$ cat config.mk
export PLATFORM = sky130hd
export DESIGN_NAME = hse_core
export DESIGN_NICKNAME = d
export VERILOG_FILES = /design/src/design/hse_pkg.sv /design/src/design/hse_core.sv
export VERILOG_INCLUDE_DIRS = /design/src /design/src/design
export SDC_FILE = /design/constraint.sdc
export NUM_CORES = 1
export LEC_CHECK = 0
export BUFFER_PORTS_ARGS = -buffer_cell sky130_fd_sc_hd__clkbuf_2
export CORE_AREA = 2 2 165 167
export DETAILED_ROUTE_END_ITERATION = 16
export DIE_AREA = 0 0 167 169
export PLACE_DENSITY_LB_ADDON = 0.08
export SLEW_MARGIN = 25
export SYNTH_ARGS = -nofsm -noshare
export SYNTH_HDL_FRONTEND = slang
export SYNTH_SLANG_ARGS = --single-unit
$ cat constraint.sdc
create_clock -name clk -period 8.1 [get_ports clk]
set_clock_uncertainty 0.2 [all_clocks]
set_input_delay 1.62 -clock clk [delete_from_list [all_inputs] [get_ports clk]]
set_output_delay 1.62 -clock clk [all_outputs]
set_load 0.01 [all_outputs]
$ cat src/design/heapsort_engine_assert.svh
// ----------------------------------------------------------------------------
// heapsort_engine_assert.svh
// Assertion macros used by the heapsort engine core. Each expects clk
// and rst_n in scope.
// ----------------------------------------------------------------------------
`ifndef HEAPSORT_ENGINE_ASSERT_SVH
`define HEAPSORT_ENGINE_ASSERT_SVH

// same-cycle implication
`define HSE_ASSERT_NOW(label, ante, cons, msg) \
    label: assert property (@(posedge clk) disable iff (!rst_n) (ante) |-> (cons)) \
        else $error(msg);

// next-cycle implication
`define HSE_ASSERT_NEXT(label, ante, cons, msg) \
    label: assert property (@(posedge clk) disable iff (!rst_n) (ante) |=> (cons)) \
        else $error(msg);

`endif

$ cat src/design/hse_pkg.sv
// ----------------------------------------------------------------------------
// hse_pkg
// Word types and command codes of the heapsort engine.
// ----------------------------------------------------------------------------
package hse_pkg;

    localparam logic FUNC_LOAD = 1'b0;
    localparam logic FUNC_READ = 1'b1;

    localparam int VALUE_W = 32;
    localparam int CALLS_W = 16;

    typedef struct packed {
        logic                      func;
        logic signed [VALUE_W-1:0] value;
    } cmd_word_t;

    typedef struct packed {
        logic signed [VALUE_W-1:0] sorted_value;
        logic [CALLS_W-1:0]        sift_calls;
        logic                      last;
    } res_word_t;

endpackage

$ cat src/design/hse_core.sv
// ----------------------------------------------------------------------------
// hse_core
// Load/sort/read sequencer. Sorts in place with hole-style sift-down: the
// sifted key stays in a register while larger children move up.
// ----------------------------------------------------------------------------
`include "heapsort_engine_assert.svh"

module hse_core #(
    parameter int MAX_ITEMS = 1024,
    parameter int KW        = 32,
    parameter int IW        = 11,
    parameter int AW        = 10
) (
    input  logic               clk,
    input  logic               rst_n,
    input  logic               cmd_valid,
    output logic               cmd_stall,
    input  hse_pkg::cmd_word_t cmd,
    output logic               rsp_valid,
    input  logic               rsp_free,
    output hse_pkg::res_word_t rsp,
    output logic               we,
    output logic [AW-1:0]      waddr,
    output logic [KW-1:0]      wdata,
    output logic               re,
    output logic [AW-1:0]      ra0,
    output logic [AW-1:0]      ra1,
    input  logic [KW-1:0]      rd0,
    input  logic [KW-1:0]      rd1
);

    localparam logic [KW-1:0] KEY_SIGN = ~({KW{1'b1}} >> 1);
    localparam logic [IW-1:0] MAX_CNT  = IW'(MAX_ITEMS);
    localparam logic [IW-1:0] ONE_IDX  = IW'(1);

    typedef enum logic [3:0] {
        ST_IDLE,
        ST_BUILD_RD,
        ST_BUILD_LD,
        ST_SIFT_RD,
        ST_SIFT_CMP,
        ST_EXT_RD,
        ST_EXT_SW,
        ST_OUT_RD,
        ST_OUT_WAIT
    } state_t;

    state_t                      state_reg, state_next;
    logic [IW-1:0]               count_reg, count_next;
    logic [IW-1:0]               size_reg, size_next;
    logic [IW-1:0]               rp_reg, rp_next;
    logic                        sorted_reg, sorted_next;
    logic [hse_pkg::CALLS_W-1:0] sift_reg, sift_next;
    logic [IW-1:0]               idx_reg, idx_next;
    logic [IW-1:0]               build_reg, build_next;
    logic [KW-1:0]               v_reg, v_next;

    logic [IW:0]                 l_idx, r_idx, size_x;
    logic                        l_ok, r_ok;
    logic                        take_l, take_r;
    logic [KW-1:0]               best;
    logic                        sift_done;
    logic                        accept;
    logic signed [KW-1:0]        out_val;

    assign cmd_stall = (state_reg != ST_IDLE);
    assign accept    = cmd_valid && !cmd_stall;

    assign l_idx  = {idx_reg, 1'b0};
    assign r_idx  = l_idx + (IW+1)'(1);
    assign size_x = {1'b0, size_reg};
    assign l_ok   = (l_idx <= size_x);
    assign r_ok   = (r_idx <= size_x);
    assign take_l = (v_reg < rd0);
    assign best   = take_l ? rd0 : v_reg;
    assign take_r = r_ok && (best < rd1);

    assign out_val          = rd0 ^ KEY_SIGN;
    assign rsp.sorted_value = hse_pkg::VALUE_W'(out_val);
    assign rsp.sift_calls   = sift_reg;
    assign rsp.last         = (IW'(rp_reg + ONE_IDX) == count_reg);

    always_comb
    begin
        state_next  = state_reg;
        count_next  = count_reg;
        size_next   = size_reg;
        rp_next     = rp_reg;
        sorted_next = sorted_reg;
        sift_next   = sift_reg;
        idx_next    = idx_reg;
        build_next  = build_reg;
        v_next      = v_reg;
        we          = 1'b0;
        waddr       = '0;
        wdata       = v_reg;
        re          = 1'b0;
        ra0         = '0;
        ra1         = '0;
        rsp_valid   = 1'b0;
        sift_done   = 1'b0;

        case (state_reg)
            ST_IDLE:
            begin
                if (accept && cmd.func == hse_pkg::FUNC_LOAD)
                begin
                    wdata = cmd.value[KW-1:0] ^ KEY_SIGN;
                    if (sorted_reg)
                    begin
                        // drop the old set, start a new one with this word
                        we          = 1'b1;
                        waddr       = '0;
                        count_next  = ONE_IDX;
                        size_next   = '0;
                        rp_next     = '0;
                        sorted_next = 1'b0;
                        sift_next   = '0;
                    end
                    else if (count_reg < MAX_CNT)
                    begin
                        we         = 1'b1;
                        waddr      = AW'(count_reg);
                        count_next = count_reg + ONE_IDX;
                    end
                end
                else if (accept && count_reg != '0)
                begin
                    if (!sorted_reg)
                    begin
                        sift_next  = '0;
                        size_next  = count_reg;
                        build_next = count_reg >> 1;
                        state_next = ((count_reg >> 1) == '0) ? ST_EXT_RD : ST_BUILD_RD;
                    end
                    else if (rp_reg < count_reg)
                    begin
                        state_next = ST_OUT_RD;
                    end
                end
            end

            ST_BUILD_RD:
            begin
                re         = 1'b1;
                ra0        = AW'(build_reg - ONE_IDX);
                state_next = ST_BUILD_LD;
            end

            ST_BUILD_LD:
            begin
                v_next     = rd0;
                idx_next   = build_reg;
                state_next = ST_SIFT_RD;
            end

            ST_SIFT_RD:
            begin
                if (sift_reg != '1)
                begin
                    sift_next = sift_reg + 1'b1;
                end
                if (!l_ok)
                begin
                    we        = 1'b1;
                    waddr     = AW'(idx_reg - ONE_IDX);
                    sift_done = 1'b1;
                end
                else
                begin
                    re         = 1'b1;
                    ra0        = AW'(l_idx - (IW+1)'(1));
                    ra1        = AW'(r_idx - (IW+1)'(1));
                    state_next = ST_SIFT_CMP;
                end
            end

            ST_SIFT_CMP:
            begin
                we    = 1'b1;
                waddr = AW'(idx_reg - ONE_IDX);
                if (take_r)
                begin
                    wdata      = rd1;
                    idx_next   = IW'(r_idx);
                    state_next = ST_SIFT_RD;
                end
                else if (take_l)
                begin
                    wdata      = rd0;
                    idx_next   = IW'(l_idx);
                    state_next = ST_SIFT_RD;
                end
                else
                begin
                    sift_done = 1'b1;
                end
            end

            ST_EXT_RD:
            begin
                if (size_reg == '0)
                begin
                    sorted_next = 1'b1;
                    rp_next     = '0;
                    state_next  = ST_OUT_RD;
                end
                else
                begin
                    re         = 1'b1;
                    ra0        = '0;
                    ra1        = AW'(size_reg - ONE_IDX);
                    state_next = ST_EXT_SW;
                end
            end

            ST_EXT_SW:
            begin
                // old root goes to the tail, tail key sifts down from the root
                we        = 1'b1;
                waddr     = AW'(size_reg - ONE_IDX);
                wdata     = rd0;
                v_next    = rd1;
                size_next = size_reg - ONE_IDX;
                idx_next  = ONE_IDX;
                state_next = (size_reg == ONE_IDX) ? ST_EXT_RD : ST_SIFT_RD;
            end

            ST_OUT_RD:
            begin
                re         = 1'b1;
                ra0        = AW'(rp_reg);
                state_next = ST_OUT_WAIT;
            end

            ST_OUT_WAIT:
            begin
                if (rsp_free)
                begin
                    rsp_valid  = 1'b1;
                    rp_next    = rp_reg + ONE_IDX;
                    state_next = ST_IDLE;
                end
            end

            default:
            begin
                state_next = ST_IDLE;
            end
        endcase

        if (sift_done)
        begin
            if (build_reg != '0)
            begin
                build_next = build_reg - ONE_IDX;
                state_next = (build_reg == ONE_IDX) ? ST_EXT_RD : ST_BUILD_RD;
            end
            else
            begin
                state_next = ST_EXT_RD;
            end
        end
    end

    always_ff @(posedge clk or negedge rst_n)
    begin
        if (!rst_n)
        begin
            state_reg  <= ST_IDLE;
            count_reg  <= '0;
            size_reg   <= '0;
            rp_reg     <= '0;
            sorted_reg <= 1'b0;
            sift_reg   <= '0;
            idx_reg    <= '0;
            build_reg  <= '0;
            v_reg      <= '0;
        end
        else
        begin
            state_reg  <= state_next;
            count_reg  <= count_next;
            size_reg   <= size_next;
            rp_reg     <= rp_next;
            sorted_reg <= sorted_next;
            sift_reg   <= sift_next;
            idx_reg    <= idx_next;
            build_reg  <= build_next;
            v_reg      <= v_next;
        end
    end

    `HSE_ASSERT_NOW(a_no_rw_collision, we && re, (waddr != ra0) && (waddr != ra1), "heap store read and write hit one entry")
    `HSE_ASSERT_NOW(a_rp_in_range, 1'b1, rp_reg <= count_reg, "read pointer past element count")
    `HSE_ASSERT_NOW(a_size_in_range, 1'b1, size_reg <= count_reg, "heap size past element count")
    `HSE_ASSERT_NOW(a_rsp_when_sorted, rsp_valid, sorted_reg, "result word before the set is sorted")
    `HSE_ASSERT_NEXT(a_sift_monotonic, state_reg != ST_IDLE, sift_reg >= $past(sift_reg), "sift count went down during a sort")

endmodule

==> impl_results.md, run 1 <==
- Status: finished clean
- FF+latch count, synth: 108
- Fill cells: 2766
- Root buf cell: clkbuf_16
- Initial drt markers: 821
- Worst EP arrival: 6050 ps
- Max-cap violations: 0
- Largest register FFs: 32
- Clock sink count: 108
- Vias in the first global route: 10300
- Crit path kind: input pin to output pin
- Seq pwr share: 22.7%
- Actual slew at the worst max-slew pin: 922 ps
- Cell count after synthesis: 1375
- Routed Antenna Nets: 0
- Layout cells sized above 1: 20.4%
- Power share of the clock group: 9.8%
- Sw frac: 52.7%
- Cells after DPL: 1862
- Largest net degree at the start of global routing: 65
- Clock Pin Slew Worst Setup and Hold Paths: 80 ps
- H-Tree Depth: 3
- Initial antenna violation count: 2
- Area growth syn-to-layout: 16.7%
- Max-slew violation count: 0
- Die area: 0.0282 mm2
- Comb power frac: 67.5%
- Post-synth EDFFs: 0
- Rel. slew slack: 38.1%
- Port Buffer Count: 215
- Int Power: 2200 uW
- All-Layer GR Usage: 25.4%
- Non-filler instance count after layout: 1882
- Switching Power: 2450 uW
- Net Count, Synth: 1569
- Mean Syn Cell Area: 7.57 um2
- Synth Warn #: 0
- Dpl cell area: 0.0118 mm2
- LEAKAGE: 0.00574 uW
- DR vias/cell: 5.62
- Hold-fix buffers at CTS: 0
- Max Fclk: 0.127 GHz
- Asr flop ratio synth: 100%
- Power density cells: 383 mW/mm2
- Max stage delay cell, worst path: o41a_1
- Peak supply drop: 189 uV
- Die Span Y: 169 um
- Critical Path RT: 6280 ps
- WL final: 35900 um
- Register area: 0.00270 mm2
- Starting Density: 39.3%
- Hpwl dp: 27100 um
- Setup Viol. Count Final: 0
- Layout Utilization: 45.8%
- Final Hold Fails: 0
- Max FO, Critical Path: 26
- IO Count: 216
- Final Critical Period: 7870 ps
- Crit path launch type: input pin
- Row cnt: 60
- Most frequent cells in the layout: clkbuf_2 (214), a21oi_1 (153), inv_1 (129)
- Max stage delay on crit path: 350 ps
- Critical Path Sink Type: output pin
- Maximum clock insertion buffer count: 2
- Total grt overflow: 0
- Area of the multi-input gates: 0.00673 mm2
- CTS tree: built
- Routability Congestion: 0.865
- Residual DRC: 0
- Share of the synthesized area in the top cell type: 26.0%
- Leading area contributor after synthesis: dfrtp_1
- Layout Nets: 1729
- Worst hold margin: 345 ps
- Fin area: 0.0121 mm2
- Die width: 167 um
- Largest cells by area after synthesis: dfrtp_1 (26%), ha_1 (11%), a21oi_1 (7.4%)
- First-pass iteration count of the detailed router: 5
- Via Count: 10600
- Power Total: 4650 uW
- DR WL/cell: 19.1 um
- Worst path cell trace: clkbuf_2, inv_1, ha_1, and3_1, a221oi_2, o22ai_1, o41a_1, or2_4, buf_12, buf_4, nand2_1, o21ai_0, ha_1, and4_1, o2111a_1, nand4_1, or2_2, o41a_1, and3_4, buf_6, o21ai_0, o21ai_1, clkbuf_2
- CTS Buf Count: 9
- Unique masters post-synth: 72
- Global-route wire length before repair: 57800 um
- CORE AREA: 0.0265 mm2
- Period utilization: 97.2%
- Syn Std Cell Area: 0.0104 mm2
- Clock Latency Late Sink: 370 ps
- Seq/Total Area, Yosys: 26.0%
- Worst min path class: flop to flop
- Main synth FF type: dfrtp_1
- Commonest non-fill, non-tap cell in the layout: clkbuf_2
power groups by stage:
stage	sequential (uW)	combinational (uW)	clock [uW]
3_5_place_dp	1060	3070	0
5_1_grt	1090	3520	485
2_1_floorplan	906	2090	0
4_1_cts	1050	3090	469
6_report	1060	3140	455
3_3_place_gp	1060	3040	0
what timing repair did:
item	CTS	global route
hold endpoints to repair	0	0
pin swaps	0	8
resized for setup	2	31
endpoints found under the setup margin	9	32
setup buffers	0	3
per-stage QoR:
step	setup TNS (ps)	worst slack (ps)
2_1_floorplan	0	437
3_3_place_gp	-11.4	-11.4
5_1_grt	-8.79	-8.79
4_1_cts	0	46.9
3_5_place_dp	-76.5	-69.8
6_report	0	228
worst max-delay path: cells and delay by family:
family / cells / cell delay (ps)
buffers and inverters: 6 / 810
adders and majority gates: 2 / 640
AOI/OAI and AO/OA: 8 / 1550
and+or+nand+nor: 7 / 1430
cell usage after synthesis, types with 32 or more instances:
| cell | number |
|---|---|
| dfrtp_1 | 108 |
| nand3_1 | 33 |
| o21ai_0 | 137 |
| inv_1 | 129 |
| a21oi_1 | 154 |
| clkbuf_1 | 70 |
| nand2_1 | 102 |
| xnor2_1 | 37 |
| a221oi_1 | 32 |
| ha_1 | 93 |
| nor2_1 | 130 |
| mux2i_1 | 36 |
| buf_4 | 33 |
metal layers:
| metal | wire (um) | global-route usage, % | up-vias |
|---|---|---|---|
| li1 | - | - | 5227 |
| met1 | 16500 | 34.4 | 5044 |
| met2 | 17200 | 43.5 | 286 |
| met3 | 1750 | 3.02 | 27 |
| met4 | 488 | 5.85 | 2 |
| met5 | 12 | 0 | - |
final cells by class:
type                    instances  area share, %
flip-flops and latches        108           22.3
clock inverters                 7          0.484
multi-input cells            1023           55.4
repair buffers                263           12.4
inverters                     130           4.02
well taps                     341           3.51
clock buffers                   9           1.85
diodes                          1         0.0206
path summary, 6_finish.rpt:
path                        startpoint           end  slack (ps)  cells after the start
max                             rd0[7]      wdata[1]         230                     23
min                        sift_reg[0]   sift_reg[0]         340                      1
max reg2reg                   v_reg[6]  build_reg[6]        2590                     21
min reg2reg                sift_reg[0]   sift_reg[0]         340                      1
max in group asynchronous        rst_n  state_reg[1]        5260                      2
min in group asynchronous        rst_n     rp_reg[0]        1070                      1
cell families (layout without fill, tap and decap cells):
group | after synthesis | count (layout) | synth area share [%]
buffers and inverters | 244 | 409 | 10.0
other | 0 | 1 | 0
muxes | 47 | 47 | 4.65
AOI/OAI and AO/OA | 451 | 451 | 26.6
xor gates and xnor gates | 57 | 57 | 4.80
and+or+nand+nor | 375 | 375 | 16.8
DFF | 108 | 108 | 26.0
adders and majority gates | 93 | 93 | 11.2
Power figures use the tool's default switching activity.
==> run 2: changes to the inputs <==
CTS_CLUSTER_DIAMETER = 40   (was unset)
clock period = 8.6 ns   (was 8.1 ns; I/O delays follow)
==> impl_results.md, run 2 (same netlist as run 1, synthesis figures left out) <==
- Power density cells: 361 mW/mm2
- Period utilization: 95.7%
- Worst EP arrival: 6310 ps
- Max stage delay cell, worst path: a2111oi_0
- CTS Buf Count: 9
- Largest net degree at the start of global routing: 69
- Starting Density: 39.3%
- Die area: 0.0282 mm2
- Setup Viol. Count Final: 0
- Critical Path RT: 6680 ps
- WL final: 35500 um
- Hold-fix buffers at CTS: 0
- Final Hold Fails: 0
- Clock sink count: 108
- HP Start: sift_reg[0]
- Row cnt: 60
- Crit path max-delay family: compound AO/OA/AOI/OAI gates
- Most frequent cells in the layout: clkbuf_2 (214), a21oi_1 (153), o21ai_0 (133)
- Peak supply drop: 162 uV
- Max FO, Critical Path: 27
- Actual slew at the worst max-slew pin: 868 ps
- H-Tree Depth: 3
- All-Layer GR Usage: 25.0%
- Fin area: 0.0119 mm2
- Critical Path Sink Type: output pin
- Final setup TNS: 0 ps
- Maximum clock insertion buffer count: 2
- Crit path launch type: input pin
- Largest register FFs: 32
- Hpwl dp: 26500 um
- Max stage delay on crit path: 450 ps
- Initial drt markers: 929
- Clock Pin Slew Worst Setup and Hold Paths: 70 ps
- Routability Congestion: 0.863
- Max Fclk: 0.122 GHz
- First-pass iteration count of the detailed router: 6
- Worst setup path startpoint: rd0[6]
- LEAKAGE: 0.00563 uW
- Crit path kind: input pin to output pin
- Post-CTS Setup Bufs: 0
- CORE AREA: 0.0265 mm2
- Die width: 167 um
- DR WL/cell: 19.2 um
- Initial antenna violation count: 2
- Total grt overflow: 0
- Commonest non-fill, non-tap cell in the layout: clkbuf_2
- Die Span Y: 169 um
- Worst min path class: flop to flop
- Dpl cell area: 0.0116 mm2
- DR vias/cell: 5.66
- RR Startpoint: v_reg[6]
- Residual DRC: 0
- Post-CTS Resized: 0
- Status: finished clean
- Root buf cell: clkbuf_16
- CTS tree: built
- Bufs and invs on worst path: 5
- Layout Nets: 1702
- Worst path cell trace: clkbuf_2, inv_1, ha_1, and3_1, a221oi_1, o22ai_1, o41a_1, or2_2, buf_4, o21ai_0, ha_1, nor2b_1, a2111oi_0, or2_2, o41a_1, and3_1, buf_12, o21ai_0, o21ai_1, clkbuf_2
- Max-slew violation count: 0
- Layout cells sized above 1: 18.5%
- Post-placement setup slack: 102 ps
- IO Count: 216
- RSZ-0062 raised after global routing: false
- Max-cap violations: 0
- Final worst slack: 372 ps
- Clock Latency Late Sink: 370 ps
- Vias in the first global route: 9926
- Rel. slew slack: 41.9%
- Routed Antenna Nets: 0
- Area growth syn-to-layout: 14.7%
- Final Critical Period: 8230 ps
- Global-route wire length before repair: 56500 um
- Port Buffer Count: 215
- Via Count: 10500
-- run 2: changes by cell type in the layout (fill, tap and decap cells not counted), moves of 2 or more --
cell	change
buf_4	-25
o21ai_0	+14
o21ai_1	-12
clkinv_4	+3
clkinvlp_4	-3
bufinv_16	+2
clkbuf_1	+2
inv_8	-2
o21ai_2	-2
-- run 2: path summary, 6_finish.rpt --
path	end	slack [ps]	cells past startpoint
worst max-delay path	wdata[1]	370	20
worst min-delay path	sift_reg[0]	340	1
worst max register to register	state_reg[2]	3200	20
worst min register to register	sift_reg[0]	340	1
max in group asynchronous	v_reg[20]	5970	2
min in group asynchronous	rp_reg[0]	1140	1
-- run 2: layout make-up --
| cell class | count | area (um2) |
|---|---|---|
| Fill cell | 2802 | 14600 |
| Multi-Input combinational cell | 1023 | 6710 |
| Sequential cell | 108 | 2700 |
| Timing Repair Buffer | 236 | 1300 |
| Inverter | 130 | 488 |
| Tap cell | 341 | 427 |
| Clock buffer | 11 | 233 |
| Clock inverter | 5 | 86.3 |
| Antenna cell | 1 | 2.50 |
-- run 2: layer usage --
layer / vias up / share of wire (%) / track usage, %
li1: 5171 / - / -
met1: 4945 / 45 / 34.1
met4: 2 / 1.8 / 7.05
met3: 43 / 5.2 / 3.27
met5: - / 0.037 / 0
met2: 341 / 48 / 41.6
-- run 2: metrics by stage --
step           utilization, %  hold WS (ps)  total power, uW  std cells
2_1_floorplan               -           294             2820       1375
3_3_place_gp             43.7           340             3800       1836
3_5_place_dp             43.7           344             3810       1837
4_1_cts                  44.9           355             4310       1853
5_1_grt                  45.1           377             4720       1854
6_report                 45.1           342             4310       1855
-- run 2: power by group --
part | total, uW | switching [uW] | internal (uW)
Sequential | 1000 | 320 | 681
Clock | 472 | 214 | 258
Combinational | 2840 | 1720 | 1120
Total | 4310 | 2250 | 2060
